<file path="src/design/ptb_pkg.sv">
package ptb_pkg;

	localparam int NUM_TIMERS  = 16;
	localparam int MAX_RESULTS = 16;

	localparam int ACTION_W = 2;
	localparam int ID_W     = 4;
	localparam int IVL_W    = 15;
	localparam int TIME_W   = 16;

	localparam int IDX_W  = (NUM_TIMERS > 1) ? $clog2(NUM_TIMERS) : 1;
	localparam int FIRE_W = $clog2(MAX_RESULTS + 1);

	localparam logic [ACTION_W-1:0] ACT_TICK  = 2'd0;
	localparam logic [ACTION_W-1:0] ACT_START = 2'd1;
	localparam logic [ACTION_W-1:0] ACT_STOP  = 2'd2;
	localparam logic [ACTION_W-1:0] ACT_QUERY = 2'd3;

	typedef struct packed {
		logic [ACTION_W-1:0] action;
		logic [ID_W-1:0]     timer_id;
		logic [IVL_W-1:0]    interval;
		logic [TIME_W-1:0]   now;
	} req_t;

	typedef struct packed {
		logic            fired;
		logic [ID_W-1:0] fired_id;
		logic            running;
		logic            last;
	} res_t;

	typedef enum logic [2:0] {
		OP_TICK,
		OP_START,
		OP_STOP,
		OP_QUERY,
		OP_BAD
	} op_t;

	typedef struct packed {
		op_t              op;
		logic [IDX_W-1:0] idx;
		logic [IVL_W-1:0] interval;
		logic [TIME_W-1:0] now;
	} cmd_t;

	typedef enum logic [1:0] {
		ST_IDLE,
		ST_SCAN,
		ST_FLUSH
	} back_state_t;

endpackage

</file>
<file path="src/design/ptb_front.sv">
module ptb_front (
	input  logic          clk,
	input  logic          arst_n,
	input  logic          push,
	output logic          full,
	input  ptb_pkg::req_t cmd,
	output logic          cmd_valid,
	output ptb_pkg::cmd_t cmd_out,
	input  logic          cmd_pop
);
	import ptb_pkg::*;

	// Two-entry queue of decoded commands.
	cmd_t       mem_q [2];
	logic       wr_ptr_q;
	logic       rd_ptr_q;
	logic [1:0] count_q;
	cmd_t       dec;
	logic       do_push;
	logic       do_pop;

	always_comb begin
		dec.idx      = IDX_W'(cmd.timer_id);
		dec.interval = cmd.interval;
		dec.now      = cmd.now;
		if (cmd.action == ACT_TICK) begin
			dec.op = OP_TICK;
		end else if (32'(cmd.timer_id) >= NUM_TIMERS) begin
			dec.op = OP_BAD;
		end else begin
			case (cmd.action)
				ACT_START: dec.op = OP_START;
				ACT_STOP:  dec.op = OP_STOP;
				ACT_QUERY: dec.op = OP_QUERY;
				default:   dec.op = OP_BAD;
			endcase
		end
	end

	assign full      = (count_q == 2'd2);
	assign cmd_valid = (count_q != 2'd0);
	assign cmd_out   = mem_q[rd_ptr_q];
	assign do_push   = push && !full;
	assign do_pop    = cmd_pop && cmd_valid;

	always_ff @(posedge clk or negedge arst_n) begin
		if (!arst_n) begin
			wr_ptr_q <= 1'b0;
			rd_ptr_q <= 1'b0;
			count_q  <= 2'd0;
		end else begin
			if (do_push) begin
				wr_ptr_q <= !wr_ptr_q;
			end
			if (do_pop) begin
				rd_ptr_q <= !rd_ptr_q;
			end
			case ({do_push, do_pop})
				2'b10:   count_q <= count_q + 2'd1;
				2'b01:   count_q <= count_q - 2'd1;
				default: count_q <= count_q;
			endcase
		end
	end

	always_ff @(posedge clk) begin
		if (do_push) begin
			mem_q[wr_ptr_q] <= dec;
		end
	end

endmodule

</file>
<file path="src/design/ptb_res_q.sv">
module ptb_res_q (
	input  logic          clk,
	input  logic          arst_n,
	input  logic          res_push,
	input  ptb_pkg::res_t res_item,
	output logic          res_full,
	output logic          empty,
	input  logic          pop,
	output ptb_pkg::res_t result
);
	import ptb_pkg::*;

	// Four-entry result queue.
	res_t       mem_q [4];
	logic [1:0] wr_ptr_q;
	logic [1:0] rd_ptr_q;
	logic [2:0] count_q;
	logic       do_push;
	logic       do_pop;

	assign res_full = (count_q == 3'd4);
	assign empty    = (count_q == 3'd0);
	assign result   = mem_q[rd_ptr_q];
	assign do_push  = res_push && !res_full;
	assign do_pop   = pop && !empty;

	always_ff @(posedge clk or negedge arst_n) begin
		if (!arst_n) begin
			wr_ptr_q <= 2'd0;
			rd_ptr_q <= 2'd0;
			count_q  <= 3'd0;
		end else begin
			if (do_push) begin
				wr_ptr_q <= wr_ptr_q + 2'd1;
			end
			if (do_pop) begin
				rd_ptr_q <= rd_ptr_q + 2'd1;
			end
			case ({do_push, do_pop})
				2'b10:   count_q <= count_q + 3'd1;
				2'b01:   count_q <= count_q - 3'd1;
				default: count_q <= count_q;
			endcase
		end
	end

	always_ff @(posedge clk) begin
		if (do_push) begin
			mem_q[wr_ptr_q] <= res_item;
		end
	end

endmodule

</file>
<file path="src/design/ptb_back.sv">
module ptb_back (
	input  logic          clk,
	input  logic          arst_n,
	input  logic          cmd_valid,
	input  ptb_pkg::cmd_t cmd,
	output logic          cmd_pop,
	input  logic          res_full,
	output logic          res_push,
	output ptb_pkg::res_t res_item
);
	import ptb_pkg::*;

	back_state_t      state_q;
	back_state_t      state_d;
	logic [IDX_W-1:0] idx_q;
	logic [TIME_W-1:0] now_q;
	logic [FIRE_W-1:0] fires_q;
	logic             hold_v_q;
	logic [IDX_W-1:0] hold_id_q;

	logic [NUM_TIMERS-1:0] armed_q;
	logic [IVL_W-1:0]      period_q   [NUM_TIMERS];
	logic [TIME_W-1:0]     deadline_q [NUM_TIMERS];

	logic [IDX_W-1:0]  rd_idx;
	logic              rd_armed;
	logic [TIME_W-1:0] rd_dl;
	logic [IVL_W-1:0]  rd_per;
	logic [TIME_W-1:0] late;
	logic [TIME_W-1:0] early;
	logic              due;
	logic              scan_fire;
	logic              scan_step;
	logic              tick_start;
	logic              wr_start;
	logic              wr_stop;
	logic              flush_done;

	assign rd_idx   = (state_q == ST_SCAN) ? idx_q : cmd.idx;
	assign rd_armed = armed_q[rd_idx];
	assign rd_dl    = deadline_q[rd_idx];
	assign rd_per   = period_q[rd_idx];
	assign late     = now_q - rd_dl;
	assign early    = rd_dl - now_q;
	// Due if armed, under the fire cap, and no later than it is early.
	assign due      = rd_armed && (late <= early) && (fires_q < FIRE_W'(MAX_RESULTS));

	always_comb begin
		state_d    = state_q;
		cmd_pop    = 1'b0;
		res_push   = 1'b0;
		res_item   = '0;
		scan_fire  = 1'b0;
		scan_step  = 1'b0;
		tick_start = 1'b0;
		wr_start   = 1'b0;
		wr_stop    = 1'b0;
		flush_done = 1'b0;
		case (state_q)
			ST_IDLE: begin
				if (cmd_valid) begin
					if (cmd.op == OP_TICK) begin
						cmd_pop    = 1'b1;
						tick_start = 1'b1;
						state_d    = ST_SCAN;
					end else if (!res_full) begin
						cmd_pop       = 1'b1;
						res_push      = 1'b1;
						res_item.last = 1'b1;
						case (cmd.op)
							OP_START: begin
								res_item.running = 1'b1;
								wr_start         = !rd_armed;
							end
							OP_STOP: begin
								res_item.running = 1'b0;
								wr_stop          = 1'b1;
							end
							OP_QUERY: res_item.running = rd_armed;
							default:  res_item.running = 1'b0;
						endcase
					end
				end
			end
			ST_SCAN: begin
				// A new fire releases the one held before it, which is not the last.
				if (!(due && hold_v_q && res_full)) begin
					scan_step = 1'b1;
					scan_fire = due;
					if (due && hold_v_q) begin
						res_push          = 1'b1;
						res_item.fired    = 1'b1;
						res_item.fired_id = ID_W'(hold_id_q);
						res_item.running  = 1'b1;
					end
					if (32'(idx_q) == NUM_TIMERS - 1) begin
						state_d = ST_FLUSH;
					end
				end
			end
			ST_FLUSH: begin
				if (!hold_v_q) begin
					state_d = ST_IDLE;
				end else if (!res_full) begin
					res_push          = 1'b1;
					res_item.fired    = 1'b1;
					res_item.fired_id = ID_W'(hold_id_q);
					res_item.running  = 1'b1;
					res_item.last     = 1'b1;
					flush_done        = 1'b1;
					state_d           = ST_IDLE;
				end
			end
			default: state_d = ST_IDLE;
		endcase
	end

	always_ff @(posedge clk or negedge arst_n) begin
		if (!arst_n) begin
			state_q  <= ST_IDLE;
			idx_q    <= '0;
			fires_q  <= '0;
			hold_v_q <= 1'b0;
			armed_q  <= '0;
		end else begin
			state_q <= state_d;
			if (tick_start) begin
				idx_q    <= '0;
				fires_q  <= '0;
				hold_v_q <= 1'b0;
			end
			if (scan_step) begin
				idx_q <= idx_q + IDX_W'(1);
			end
			if (scan_fire) begin
				fires_q  <= fires_q + FIRE_W'(1);
				hold_v_q <= 1'b1;
			end
			if (flush_done) begin
				hold_v_q <= 1'b0;
			end
			if (wr_start) begin
				armed_q[rd_idx] <= 1'b1;
			end
			if (wr_stop) begin
				armed_q[rd_idx] <= 1'b0;
			end
		end
	end

	always_ff @(posedge clk) begin
		if (tick_start) begin
			now_q <= cmd.now;
		end
		if (scan_fire) begin
			hold_id_q          <= idx_q;
			deadline_q[rd_idx] <= now_q + TIME_W'(rd_per);
		end
		if (wr_start) begin
			period_q[rd_idx]   <= cmd.interval;
			deadline_q[rd_idx] <= cmd.now + TIME_W'(cmd.interval);
		end
	end

endmodule

</file>
<file path="src/design/periodic_timer_bank.sv">
// Periodic timer bank: sixteen timers on a wrapping 16-bit millisecond time.
// Start, stop and query requests each give a single result, which the back end
// pushes into the result queue as it takes the request from the front queue.
// A tick request holds the back end in its scan and flush states; the scanner reads
// one stored timer per cycle, stalling only on a full result queue; fires stream out.
// Reset (arst_n low, asynchronous) disarms every timer and empties both queues.
module periodic_timer_bank (
	input  logic          clk,
	input  logic          arst_n,
	input  logic          push,
	output logic          full,
	input  ptb_pkg::req_t cmd,
	output logic          empty,
	input  logic          pop,
	output ptb_pkg::res_t result
);
	import ptb_pkg::*;

	// Front end: the request queue decodes the action and checks the timer
	// index, so the back end only sees one of a few operation codes.
	logic cmd_valid;
	cmd_t cmd_head;
	logic cmd_pop;

	// Back end to result queue.
	logic res_push;
	res_t res_item;
	logic res_full;

	ptb_front u_front (
		.clk       (clk),
		.arst_n    (arst_n),
		.push      (push),
		.full      (full),
		.cmd       (cmd),
		.cmd_valid (cmd_valid),
		.cmd_out   (cmd_head),
		.cmd_pop   (cmd_pop)
	);

	// The back end holds the timer store and the tick scanner. During a scan
	// the most recent fire is held back until the scanner knows whether
	// another fire follows, which is how the last flag is set on the final one.
	ptb_back u_back (
		.clk       (clk),
		.arst_n    (arst_n),
		.cmd_valid (cmd_valid),
		.cmd       (cmd_head),
		.cmd_pop   (cmd_pop),
		.res_full  (res_full),
		.res_push  (res_push),
		.res_item  (res_item)
	);

	// The result queue lets the scanner keep running while results wait to be
	// taken; the scanner stalls only when the queue is full.
	ptb_res_q u_res_q (
		.clk      (clk),
		.arst_n   (arst_n),
		.res_push (res_push),
		.res_item (res_item),
		.res_full (res_full),
		.empty    (empty),
		.pop      (pop),
		.result   (result)
	);

	// The back end never pushes into a full result queue.
	assert property (@(posedge clk) disable iff (!arst_n) !(res_push && res_full))
		else $error("result pushed into full queue");

	// A fire result always reports a running timer.
	assert property (@(posedge clk) disable iff (!arst_n)
		(!empty && result.fired) |-> result.running)
		else $error("fire result without running flag");

	// A non-fire result answers a single request: it is the last and carries id zero.
	assert property (@(posedge clk) disable iff (!arst_n)
		(!empty && !result.fired) |-> (result.last && result.fired_id == '0))
		else $error("malformed answer to start, stop or query");

	// A request is only taken from the front queue when one is there.
	assert property (@(posedge clk) disable iff (!arst_n) cmd_pop |-> cmd_valid)
		else $error("pop from empty request queue");

endmodule
</file>
<file path="config.mk">
export PLATFORM = sky130hd
export DESIGN_NAME = periodic_timer_bank
export DESIGN_NICKNAME = d
export VERILOG_FILES = /design/src/design/ptb_pkg.sv /design/src/design/ptb_front.sv /design/src/design/ptb_res_q.sv /design/src/design/ptb_back.sv /design/src/design/periodic_timer_bank.sv
export SDC_FILE = /design/constraint.sdc
export NUM_CORES = 1
export LEC_CHECK = 0
export BUFFER_PORTS_ARGS = -buffer_cell sky130_fd_sc_hd__buf_4
export CAP_MARGIN = 20
export CORE_UTILIZATION = 57
export CTS_CLUSTER_DIAMETER = 60
export DETAILED_ROUTE_END_ITERATION = 8
export GPL_TIMING_DRIVEN = 0
export PLACE_DENSITY = 0.85
export SETUP_SLACK_MARGIN = 0.05
export SKIP_CTS_REPAIR_TIMING = 1
export SYNTH_ARGS = -nofsm -noshare
export SYNTH_HDL_FRONTEND = slang
export SYNTH_SLANG_ARGS = --single-unit
</file>
<file path="constraint.sdc">
create_clock -name clk -period 6.14 [get_ports clk]
set_input_delay 1.535 -clock clk [delete_from_list [all_inputs] [get_ports clk]]
set_output_delay 1.535 -clock clk [all_outputs]
set_load 0.02 [all_outputs]
</file>
## Word level (Yosys, flattened, before mapping)

Memory sizes are Yosys's and may differ from the RTL's.
Index checks and enable logic that the tools add are counted.

- Bits in registers: 59
- Bits in writable memories: 600
- Input bits: 41
- Output and inout port bits: 9
- Logic and storage cells: 156
- Memories kept: 4

- Add/sub/neg operators: 12
- Magnitude comparators: 4
- Equality and inequality tests: 20
- Multiplexer cells: 73
- Bitwise operators: 4
- Reductions and logical operators: 26

Memory list:

| name | depth | bits a word | rd ports | clocked after memory_dff | write ports | line | text |
|---|---|---|---|---|---|---|---|
| u_back.deadline_q | 16 | 16 | 1 | 0 | 1 | ptb_back.sv:23 | `logic [TIME_W-1:0] deadline_q [NUM_TIMERS];` |
| u_back.period_q | 16 | 15 | 1 | 0 | 1 | ptb_back.sv:22 | `logic [IVL_W-1:0] period_q [NUM_TIMERS];` |
| u_front.mem_q | 2 | 38 | 1 | 0 | 1 | ptb_front.sv:14 | `cmd_t mem_q [2];` |
| u_res_q.mem_q | 4 | 7 | 1 | 0 | 1 | ptb_res_q.sv:14 | `res_t mem_q [4];` |

Operators with widths:

| operator | number |
|---|---|
| 16-bit 2-to-1 mux | 3 |
| 1-bit 2-to-1 mux | 40 |
| 16-bit by 15-bit adder with 16-bit output | 2 |
| 16-bit subtractor | 2 |
| 2-bit 2-to-1 mux | 9 |
| 16-bit AND | 1 |
| 16-bit <= comparator | 1 |
| 16-bit inverter | 1 |
| 16-bit OR | 1 |
| 7-bit 2-to-1 mux | 2 |
| 2-bit == test (second input constant) | 6 |
| 4-bit 2-to-1 mux | 3 |
| 6-bit 2-to-1 mux | 2 |
| 5-bit 2-to-1 mux | 2 |
| 5-bit one-hot mux with 2 select lines | 1 |
| 2-bit nonzero test | 5 |
| 1-bit logical AND | 9 |
| 3-bit one-hot mux with 3 select lines | 1 |
| 2-bit by 1-bit == test with 1-bit output (second input constant) | 4 |
| 2-bit by 1-bit adder with 2-bit output (second input constant) | 3 |
| 3-bit by 2-bit == test with 1-bit output (second input constant) | 2 |
| 1-bit logical NOT | 6 |
| 3-bit logical NOT | 2 |
| 2-bit != test (second input constant) | 3 |
| other kinds (25) | 28 |

## Depth between registers and ports, before layout

Gate-level depths: netlist of the first run.
An unclocked memory read counts as a cell.

- Depth in word-level cells: 14
- Mapped depth: 36
- Gate-level depth less buffers: 32

## Modules after synthesis

A second synthesis of the first run with hierarchy kept.

- Cell total of the unflattened synthesis: 1,675
- Area, all modules: 28,782.6 um^2

By module, submodules not included:

| module | instances | cells an instance | area each (um^2) |
|---|---|---|---|
| ptb_back | 1 | 1,462 | 24,333.3 |
| ptb_front | 1 | 139 | 2,999.1 |
| ptb_res_q | 1 | 74 | 1,450.1 |

## Least setup slack after synthesis of the first run

OpenSTA, ideal clock, no wires.

- Path kind: register to register
- From: reg u_back.state_q[1]
- To: mem u_back.deadline_q[10][0], enable pin
- Setup time: 0.388 ns
- Arrival: 6.406 ns
- Required time: 5.752 ns
- Slack: -0.654 ns
- Cell stages (with the launch flop): 29
- Buffers on the path: 4
- Clock period less this slack: 6.794 ns
- Cells stage by stage: dfrtp_1 -> inv_1 -> ha_1 -> nand2_1 -> o21ai_4 -> buf_2 -> buf_2 -> mux4_2 -> nand2_1 -> a21oi_1 -> or2_2 -> ha_1 -> clkbuf_1 -> a21o_1 -> a21o_1 -> a21oi_1 -> and3_1 -> a32oi_1 -> nand2_1 -> o31ai_1 -> xnor2_1 -> ha_1 -> nand4_1 -> nor4_1 -> a31oi_1 -> nor4_4 -> a21boi_2 -> buf_2 -> nor2_1

- Longest elaborated chain between the ends: 14
- Elaborated cells on any way between the ends: 26
- Classes of those cells: 2 x add/sub; 1 x order compare; 1 x eq/ne; 14 x mux; 1 x bitwise; 6 x reduce/logical; 1 x memory

Ends and longest elaborated chain:

| item | line | text |
|---|---|---|
| start: declaration | ptb_back.sv:13 | `back_state_t state_q;` |
| start signal: assignment | ptb_back.sv:126 | `state_q <= state_d;` |
| 2-bit by 1-bit == test with 1-bit output | ptb_back.sv:39, ptb_back.sv:59 |  |
| 4-bit 2-to-1 mux | ptb_back.sv:39 | `assign rd_idx = (state_q == ST_SCAN) ? idx_q : cmd.idx;` |
| memory 16 x 16 bit | -- |  |
| 16-bit subtractor (on tied branches) | ptb_back.sv:43, ptb_back.sv:44 |  |
| 16-bit <= comparator | ptb_back.sv:46 | `assign due = rd_armed && (late <= early) && (fires_q < FIRE_W'(MAX_RESULTS));` |
| 1-bit logical AND (2 in a row) | ptb_back.sv:46 |  |
| 1-bit logical AND (2 in a row) | ptb_back.sv:87 | `if (!(due && hold_v_q && res_full)) begin` |
| 1-bit 2-to-1 mux | ptb_back.sv:87 |  |
| 1-bit 2-to-1 mux | ptb_back.sv:59 | `case (state_q)` |
| 1-bit 2-to-1 mux | ptb_back.sv:155 | `if (scan_fire) begin` |
| 1-bit 2-to-1 mux (not written as such) | ptb_back.sv:157 | `deadline_q[rd_idx] <= now_q + TIME_W'(rd_per);` |
| 1-bit OR (no line) | -- |  |
| end: declaration | ptb_back.sv:23 |  |

Parallel ways exist; a longest one is shown, timed or not. The select of a mux whose other input is x is not followed.

## Final worst setup path of the first run

- From: reg u_back.state_q[1]
- To: mem u_back.deadline_q[11][2], enable pin

Same word-level chain as after synthesis.

==> results of run 1 <==
[per-stage QoR]
step	utilization (%)	cells	hold slack, ns
6_report	69.0	2744	0.501
5_1_grt	69.0	2743	0.517
4_1_cts	66.0	2668	0.489
3_5_place_dp	61.7	2551	0.478
3_3_place_gp	60.8	2521	0.466
2_1_floorplan	-	1802	0.452
[how the worst max path moves through the flow]
stage,start,endpoint,slack [ns],depth (start not counted)
6_report,u_back.state_q[1]$_DFFE_PN0P_,u_back.deadline_q[11][2]$_DFFE_PP_,-0.91,30
5_1_grt,u_back.state_q[1]$_DFFE_PN0P_,u_back.deadline_q[11][5]$_DFFE_PP_,-0.98,30
4_1_cts,u_back.state_q[1]$_DFFE_PN0P_,u_res_q.count_q[2]$_DFFE_PN0P_,-2.29,35
3_5_place_dp,u_back.state_q[1]$_DFFE_PN0P_,u_res_q.count_q[2]$_DFFE_PN0P_,-2.12,35
3_3_place_gp,u_back.state_q[1]$_DFFE_PN0P_,u_res_q.count_q[2]$_DFFE_PN0P_,-1.93,35
2_1_floorplan,u_front.rd_ptr_q$_DFFE_PN0P_,u_res_q.count_q[2]$_DFFE_PN0P_,0.06,33
[cells by family after synthesis]
logic type               Yosys count  synth area share (%)
AO/OA/AOI/OAI                    272                  6.38
XOR/XNOR                          64                  1.92
adder cells (fa/ha/maj)           90                  3.99
buffers and inverters            141                  1.99
flip-flops                       659                  67.2
multiplexers                     200                  12.5
other                              1                0.0129
AND/OR/NAND/NOR                  374                  5.95
[state kept, by name, summed over array words and instances, names as in the netlist]
name               count
u_front.mem_q         76
u_back.now_q          16
u_back.armed_q        16
u_back.period_q      240
u_back.fires_q         5
u_res_q.mem_q         28
u_back.deadline_q    256
u_back.state_q         2
u_back.hold_id_q       4
u_res_q.count_q        3
u_res_q.wr_ptr_q       2
u_front.count_q        2
u_back.hold_v_q        1
u_front.wr_ptr_q       1
u_back.idx_q           4
u_res_q.rd_ptr_q       2
u_front.rd_ptr_q       1
[critical path: cells and delay by family, from the launching register on]
kind | cells | cell delay [ns]
muxes | 1 | 0.39
AOI/OAI and AO/OA | 9 | 1.50
adders and majority gates | 3 | 0.80
xor gates and xnor gates | 1 | 0.14
buffers and inverters | 9 | 1.63
DFF | 1 | 0.39
and+or+nand+nor | 7 | 1.84
[synth_stat cells (3+ instances only)]
| cell | n |
|---|---|
| o41ai_1 | 3 |
| o211ai_1 | 16 |
| nand3_1 | 22 |
| mux4_2 | 126 |
| dfrtp_1 | 39 |
| edfxtp_1 | 620 |
| o31ai_1 | 3 |
| nand2_1 | 151 |
| buf_6 | 3 |
| o21bai_1 | 5 |
| fa_1 | 5 |
| buf_2 | 23 |
| a311oi_1 | 4 |
| or2_2 | 14 |
| a21oi_1 | 97 |
| xnor2_1 | 39 |
| nor2b_1 | 8 |
| nand4_1 | 12 |
| o21ai_0 | 35 |
| inv_1 | 58 |
| o2111ai_1 | 3 |
| nor2_1 | 91 |
| clkbuf_1 | 42 |
| nor3_1 | 15 |
| o22a_1 | 18 |
| buf_1 | 14 |
| and3_1 | 25 |
| xor2_1 | 25 |
| mux2i_1 | 36 |
| mux2_2 | 34 |
| a21o_1 | 24 |
| o21a_1 | 9 |
| a31oi_1 | 3 |
| nor4_1 | 4 |
| and2_1 | 5 |
| o211a_1 | 4 |
| a211oi_1 | 8 |
| a32oi_1 | 4 |
| or3_1 | 5 |
| ha_1 | 85 |
| nand2b_1 | 10 |
[routing by layer]
layer / global-route usage, % / wire length [µm]
met5: 0 / 16
met1: 36.2 / 27600
met4: 15.0 / 6100
met2: 45.6 / 39200
met3: 7.00 / 10100
[final cells by class]
cell class,count,area share [%]
multi-input combinational,1002,27.7
antenna,2,0.0144
inverter,59,0.638
timing repair buffer,156,4.80
buffer,77,1.71
tap,672,2.42
clock inverter,31,0.945
clock buffer,86,5.31
sequential,659,56.5
==> results.json, run 1 <==
{
  "rrSetupSlack_ns": -0.91,
  "min_period_ns": 7.05,
  "syn_area_um2": 29200,
  "worst_pin_slew_ns": 1.13,
  "rows": 82,
  "finalCritPeriodShare_pct": 115,
  "min_to": "u_back.armed_q[7]$_DFF_PN0_",
  "wl_per_cell_um": 30.2,
  "cts_tree": "done",
  "grt_first_pass_wirelength_mm": 109,
  "cts_buffers": 66,
  "initial_core_util_pct": 58.0,
  "synthDistinctLibCells": 86,
  "worstPathRequired_ns": 6.47,
  "grt_max_degree": 40,
  "clock_path_buffers": 3,
  "worst_path_max_delay_cell": "nor4_4",
  "synth_warnings": 0,
  "die_x_um": 228,
  "h-tree-depth": 3,
  "die_h_um": 228,
  "wirelength_mm": 83.0,
  "seq_area_frac_synth_pct": 67.2,
  "final_common_cell": "edfxtp_1",
  "cts.sinks": 659,
  "drive_gt1_share_pct": 29.1,
  "setup_ws_ns": -0.913,
  "clk_latency_ns": 0.63,
  "dr.first_iter.drc_count": 2459,
  "synth-edff-count": 620,
  "synth_ff_type": "edfxtp_1",
  "rsz0062_at_grt": "yes",
  "multiInputGateArea_um2": 9610,
  "critical-path-max-stage-delay_ns": 0.47,
  "fin_skew_ns": 0.0369,
  "ys_ff_latch": 659,
  "core_area_um2": 50300,
  "yosysTopAreaCell": "edfxtp_1",
  "syn-mean-instance-area_um2": 16.2,
  "violations": "negative setup slack",
  "hold_path_class": "register to register",
  "fmax_mhz": 142,
  "crit_path_start_kind": "register",
  "num_vias": 18600,
  "syn_inst": 1801,
  "status": "finished with violations",
  "place_ws_ns": -2.12,
  "async_reset_ff_share_pct": 5.92,
  "ios": 50,
  "mostFrequentLayoutCells": "edfxtp_1 (620), nand2_1 (146), mux4_2 (126)",
  "fillCellCount": 2982,
  "path_clk_slew_ns": 0.07,
  "worst_hold_path.num_cells": 1,
  "ff2ff_path_depth": 30,
  "drc": 0,
  "synth_area_leaders": "edfxtp_1 (64%), mux4_2 (9.7%), ha_1 (3.6%), dfrtp_1 (3.3%), nand2_1 (1.9%)",
  "place_congestion": 0.928,
  "hold_viol": 0,
  "timing.rr.start": "u_back.state_q[1]$_DFFE_PN0P_",
  "final_cell_area_um2": 34700,
  "end_kind": "register",
  "die_area_um2": 52100,
  "synth_top_area_share_pct": 63.9,
  "io_buffer_count": 47,
  "root_buffer": "clkbuf_16",
  "grt_use_total_pct": 28.5,
  "crit_type": "register to register",
  "via_per_inst": 6.79,
  "hp-start": "u_back.armed_q[7]$_DFF_PN0_",
  "final_nets": 2152,
  "max_slew_margin_pct": 24.9,
  "critPathMaxFanout": 10,
  "synthToLayoutAreaGrowth_pct": 19.0,
  "grt_pass1_vias": 17800,
  "fin_tns_setup_ns": -232.96,
  "critPathArrivalTime_ns": 7.38,
  "drv_cap": 0,
  "antenna_left": 0,
  "antenna_found_initial": 2,
  "seqCellArea_um2": 19600,
  "drtPass1Iterations": 9,
  "grt_overflow": 0,
  "drv_slew": 0,
  "setup_viol": 361,
  "r2r_end": "u_back.deadline_q[11][2]$_DFFE_PP_",
  "dp_hpwl_mm": 46.8,
  "placed_cell_area_um2": 31000
}
Power of run 1 is not shown: default switching activity piles up to over one toggle a cycle in this logic, so the estimate is an artifact.
==> run 2: changes to the inputs <==
--- a/config.mk
+++ b/config.mk
@@ -5,8 +5,10 @@
 export SDC_FILE = /design/constraint.sdc
 export NUM_CORES = 1
 export LEC_CHECK = 0
+export ABC_AREA = 1
 export BUFFER_PORTS_ARGS = -buffer_cell sky130_fd_sc_hd__buf_4
 export CAP_MARGIN = 20
+export CORE_MARGIN = 2
 export CORE_UTILIZATION = 57
 export CTS_CLUSTER_DIAMETER = 60
 export DETAILED_ROUTE_END_ITERATION = 8
==> run 2 against run 1 <==
Compared with the run above:
- the run still ends with negative setup slack left
- wire length is 3.5% higher
- sequential share of layout area is 1.9 points higher
- fmax is 12% higher
- clock-buffer cell count is 1 lower
- synthesized area is 2.9% lower
- hold slack better by 0.012 ns
- final area is 3.2% lower
- via count is 12% higher
- critical path depth is 5 higher
- critical path type unchanged
- critical endpoint is now u_back.deadline_q[10][7]$_DFFE_PP_
==> results.json, run 2 <==
{
  "status": "finished with violations",
  "violations": "negative setup slack",
  "cts.sinks": 659,
  "place_congestion": 0.924,
  "cp_num_buf_inv": 12,
  "hold_path_class": "register to register",
  "synth_area_leaders": "edfxtp_1 (66%), nand2_1 (5.5%), ha_1 (3.8%), o22ai_1 (3.5%), dfrtp_1 (3.4%)",
  "wl_per_cell_um": 27.3,
  "antenna_left": 0,
  "worst_pin_slew_ns": 1.12,
  "grt_pass1_vias": 19600,
  "place_inst": 2976,
  "cpLargestDelayFamily": "simple AND/OR/NAND/NOR gates",
  "fin_skew_ns": 0.0529,
  "ys_ff_latch": 659,
  "use_met1_pct": 37.1,
  "final_common_cell": "edfxtp_1",
  "synth_top_area_share_pct": 65.8,
  "dr.first_iter.drc_count": 3253,
  "dp_hpwl_mm": 50.7,
  "seq_area_frac_synth_pct": 69.2,
  "use_met3_pct": 7.18,
  "crit_path_start_kind": "register",
  "critical-path-max-stage-delay_ns": 0.42,
  "critPathMaxFanout": 10,
  "drtPass1Iterations": 8,
  "grtUsageMet2_pct": 49.9,
  "drv_slew": 0,
  "synthMuxAreaShare_pct": 0.0354,
  "cts_buffers": 66,
  "yosysTopAreaCell": "edfxtp_1",
  "reg_top3": "u_back.deadline_q x256, u_back.period_q x240, u_front.mem_q x76",
  "wirelength_mm": 85.9,
  "grt_use_total_pct": 30.2,
  "drive_gt1_share_pct": 18.2,
  "die_area_um2": 51500,
  "syn_area_um2": 28300,
  "hp-start": "u_res_q.count_q[2]$_DFFE_PN0P_",
  "worst_path_max_delay_cell": "dfrtp_1",
  "cts_tree": "done",
  "ios": 50,
  "startpoint": "u_back.state_q[1]$_DFFE_PN0P_",
  "hold_viol": 0,
  "layout.cells.non_filler": 3142,
  "core_area_um2": 49000,
  "mostFrequentLayoutCells": "edfxtp_1 (620), nand2_1 (401), o22ai_1 (158)",
  "syn-mean-instance-area_um2": 12.7,
  "utilization_pct": 68.6,
  "synthAdderAreaFrac_pct": 4.11,
  "synth_simple_gate_area_share_pct": 10.4,
  "synth-xor-area-share_pct": 1.49,
  "min_period_ns": 6.30,
  "drv_cap": 0,
  "rrSetupSlack_ns": -0.16,
  "h-tree-depth": 3,
  "path_clk_slew_ns": 0.06,
  "antenna_found_initial": 3,
  "timing.rr.start": "u_back.state_q[1]$_DFFE_PN0P_",
  "root_buffer": "clkbuf_16",
  "worst_hold_path.num_cells": 1,
  "initial_core_util_pct": 57.8,
  "synth_compound_area_share_pct": 11.2,
  "largest_register_ffs": 256,
  "final_nets": 2557,
  "rows": 81,
  "ff2ff_path_depth": 35,
  "synthDistinctLibCells": 51,
  "syn_inst": 2233,
  "top_usage_layer": "met2",
  "synth_top_family_by_area": "compound AO/OA/AOI/OAI gates",
  "min_to": "u_res_q.count_q[2]$_DFFE_PN0P_",
  "num_vias": 21000,
  "setup_ws_ns": -0.163,
  "die_x_um": 227,
  "grt_overflow": 0,
  "yosysMostFrequentCell": "edfxtp_1",
  "io_buffer_count": 47,
  "via_per_inst": 6.67,
  "grt_max_degree": 40,
  "finalCritPeriodShare_pct": 103,
  "die_h_um": 227,
  "max_slew_margin_pct": 25.2,
  "synth-edff-count": 620,
  "grt_first_pass_wirelength_mm": 114,
  "synth_ff_type": "edfxtp_1",
  "clk_latency_ns": 0.65,
  "r2r_end": "u_back.deadline_q[10][7]$_DFFE_PP_",
  "clock_path_buffers": 3,
  "fmax_mhz": 159,
  "end_kind": "register",
  "setup_viol": 197,
  "crit_type": "register to register",
  "top_register": "u_back.deadline_q",
  "hold_slack_ns": 0.513,
  "netlist_top_cells_count": "edfxtp_1 (620), nand2_1 (417), o22ai_1 (160), inv_1 (140), nor2_1 (138)",
  "diodes": 0,
  "synthToLayoutAreaGrowth_pct": 18.7,
  "synth_warnings": 0,
  "drc": 0,
  "critPathArrivalTime_ns": 6.62,
  "worstPathRequired_ns": 6.46,
  "async_reset_ff_share_pct": 5.92
}
## run 2: cell types whose count changed in the layout (fill, tap and decap cells not counted), sizes merged, moves of 86 or more
cell and delta:
o22ai +159, mux4 -127, inv +94, a22oi +86
nand2 +275, o21ai +89
## run 2: logic make-up after synthesis
kind of cell    count (synthesis)
buf+inv                       245
flops                         659
simple gates                  679
other cells                     1
fa+ha+maj                      90
compound gates                510
xor+xnor                       48
mux                             1
## run 2: worst max path at each step
stage | end | slack [ns] | cells past startpoint
6_report | u_back.deadline_q[10][7]$_DFFE_PP_ | -0.16 | 35
3_3_place_gp | u_back.deadline_q[1][6]$_DFFE_PP_ | -2.11 | 33
5_1_grt | u_res_q.count_q[2]$_DFFE_PN0P_ | -0.29 | 36
2_1_floorplan | u_back.deadline_q[0][0]$_DFFE_PP_ | 0.35 | 35
3_5_place_dp | u_back.deadline_q[11][13]$_DFFE_PP_ | -1.58 | 34
4_1_cts | u_back.deadline_q[10][5]$_DFFE_PP_ | -1.69 | 34
## run 2: final cells by class
cell class / instances / area, µm²
flip-flops and latches: 659 / 19600
fillers: 2910 / 15400
multi-input cells: 1330 / 8370
clock buffers: 85 / 1720
repair buffers: 133 / 1380
well taps: 664 / 831
inverters: 154 / 621
plain buffers: 82 / 609
clock inverters: 35 / 453
## run 2: per-layer routing
metal	wire (µm)	vias up
li1	-	8583
met3	10700	503
met4	6170	4
met1	28200	9968
met5	143	-
met2	40700	1904
## run 2: per-stage QoR
stage                     setup slack [ns]  cell area [µm²]  TNS [ns]
after floorplan                      0.347            28300         0
after global placement               -2.11            29500   -480.80
after detailed placement             -1.58            30000   -450.53
after CTS                            -1.69            32200   -487.53
after global routing                -0.288            33600    -39.41
final                               -0.163            33600    -10.29
Power of run 2 is left out for the same reason.
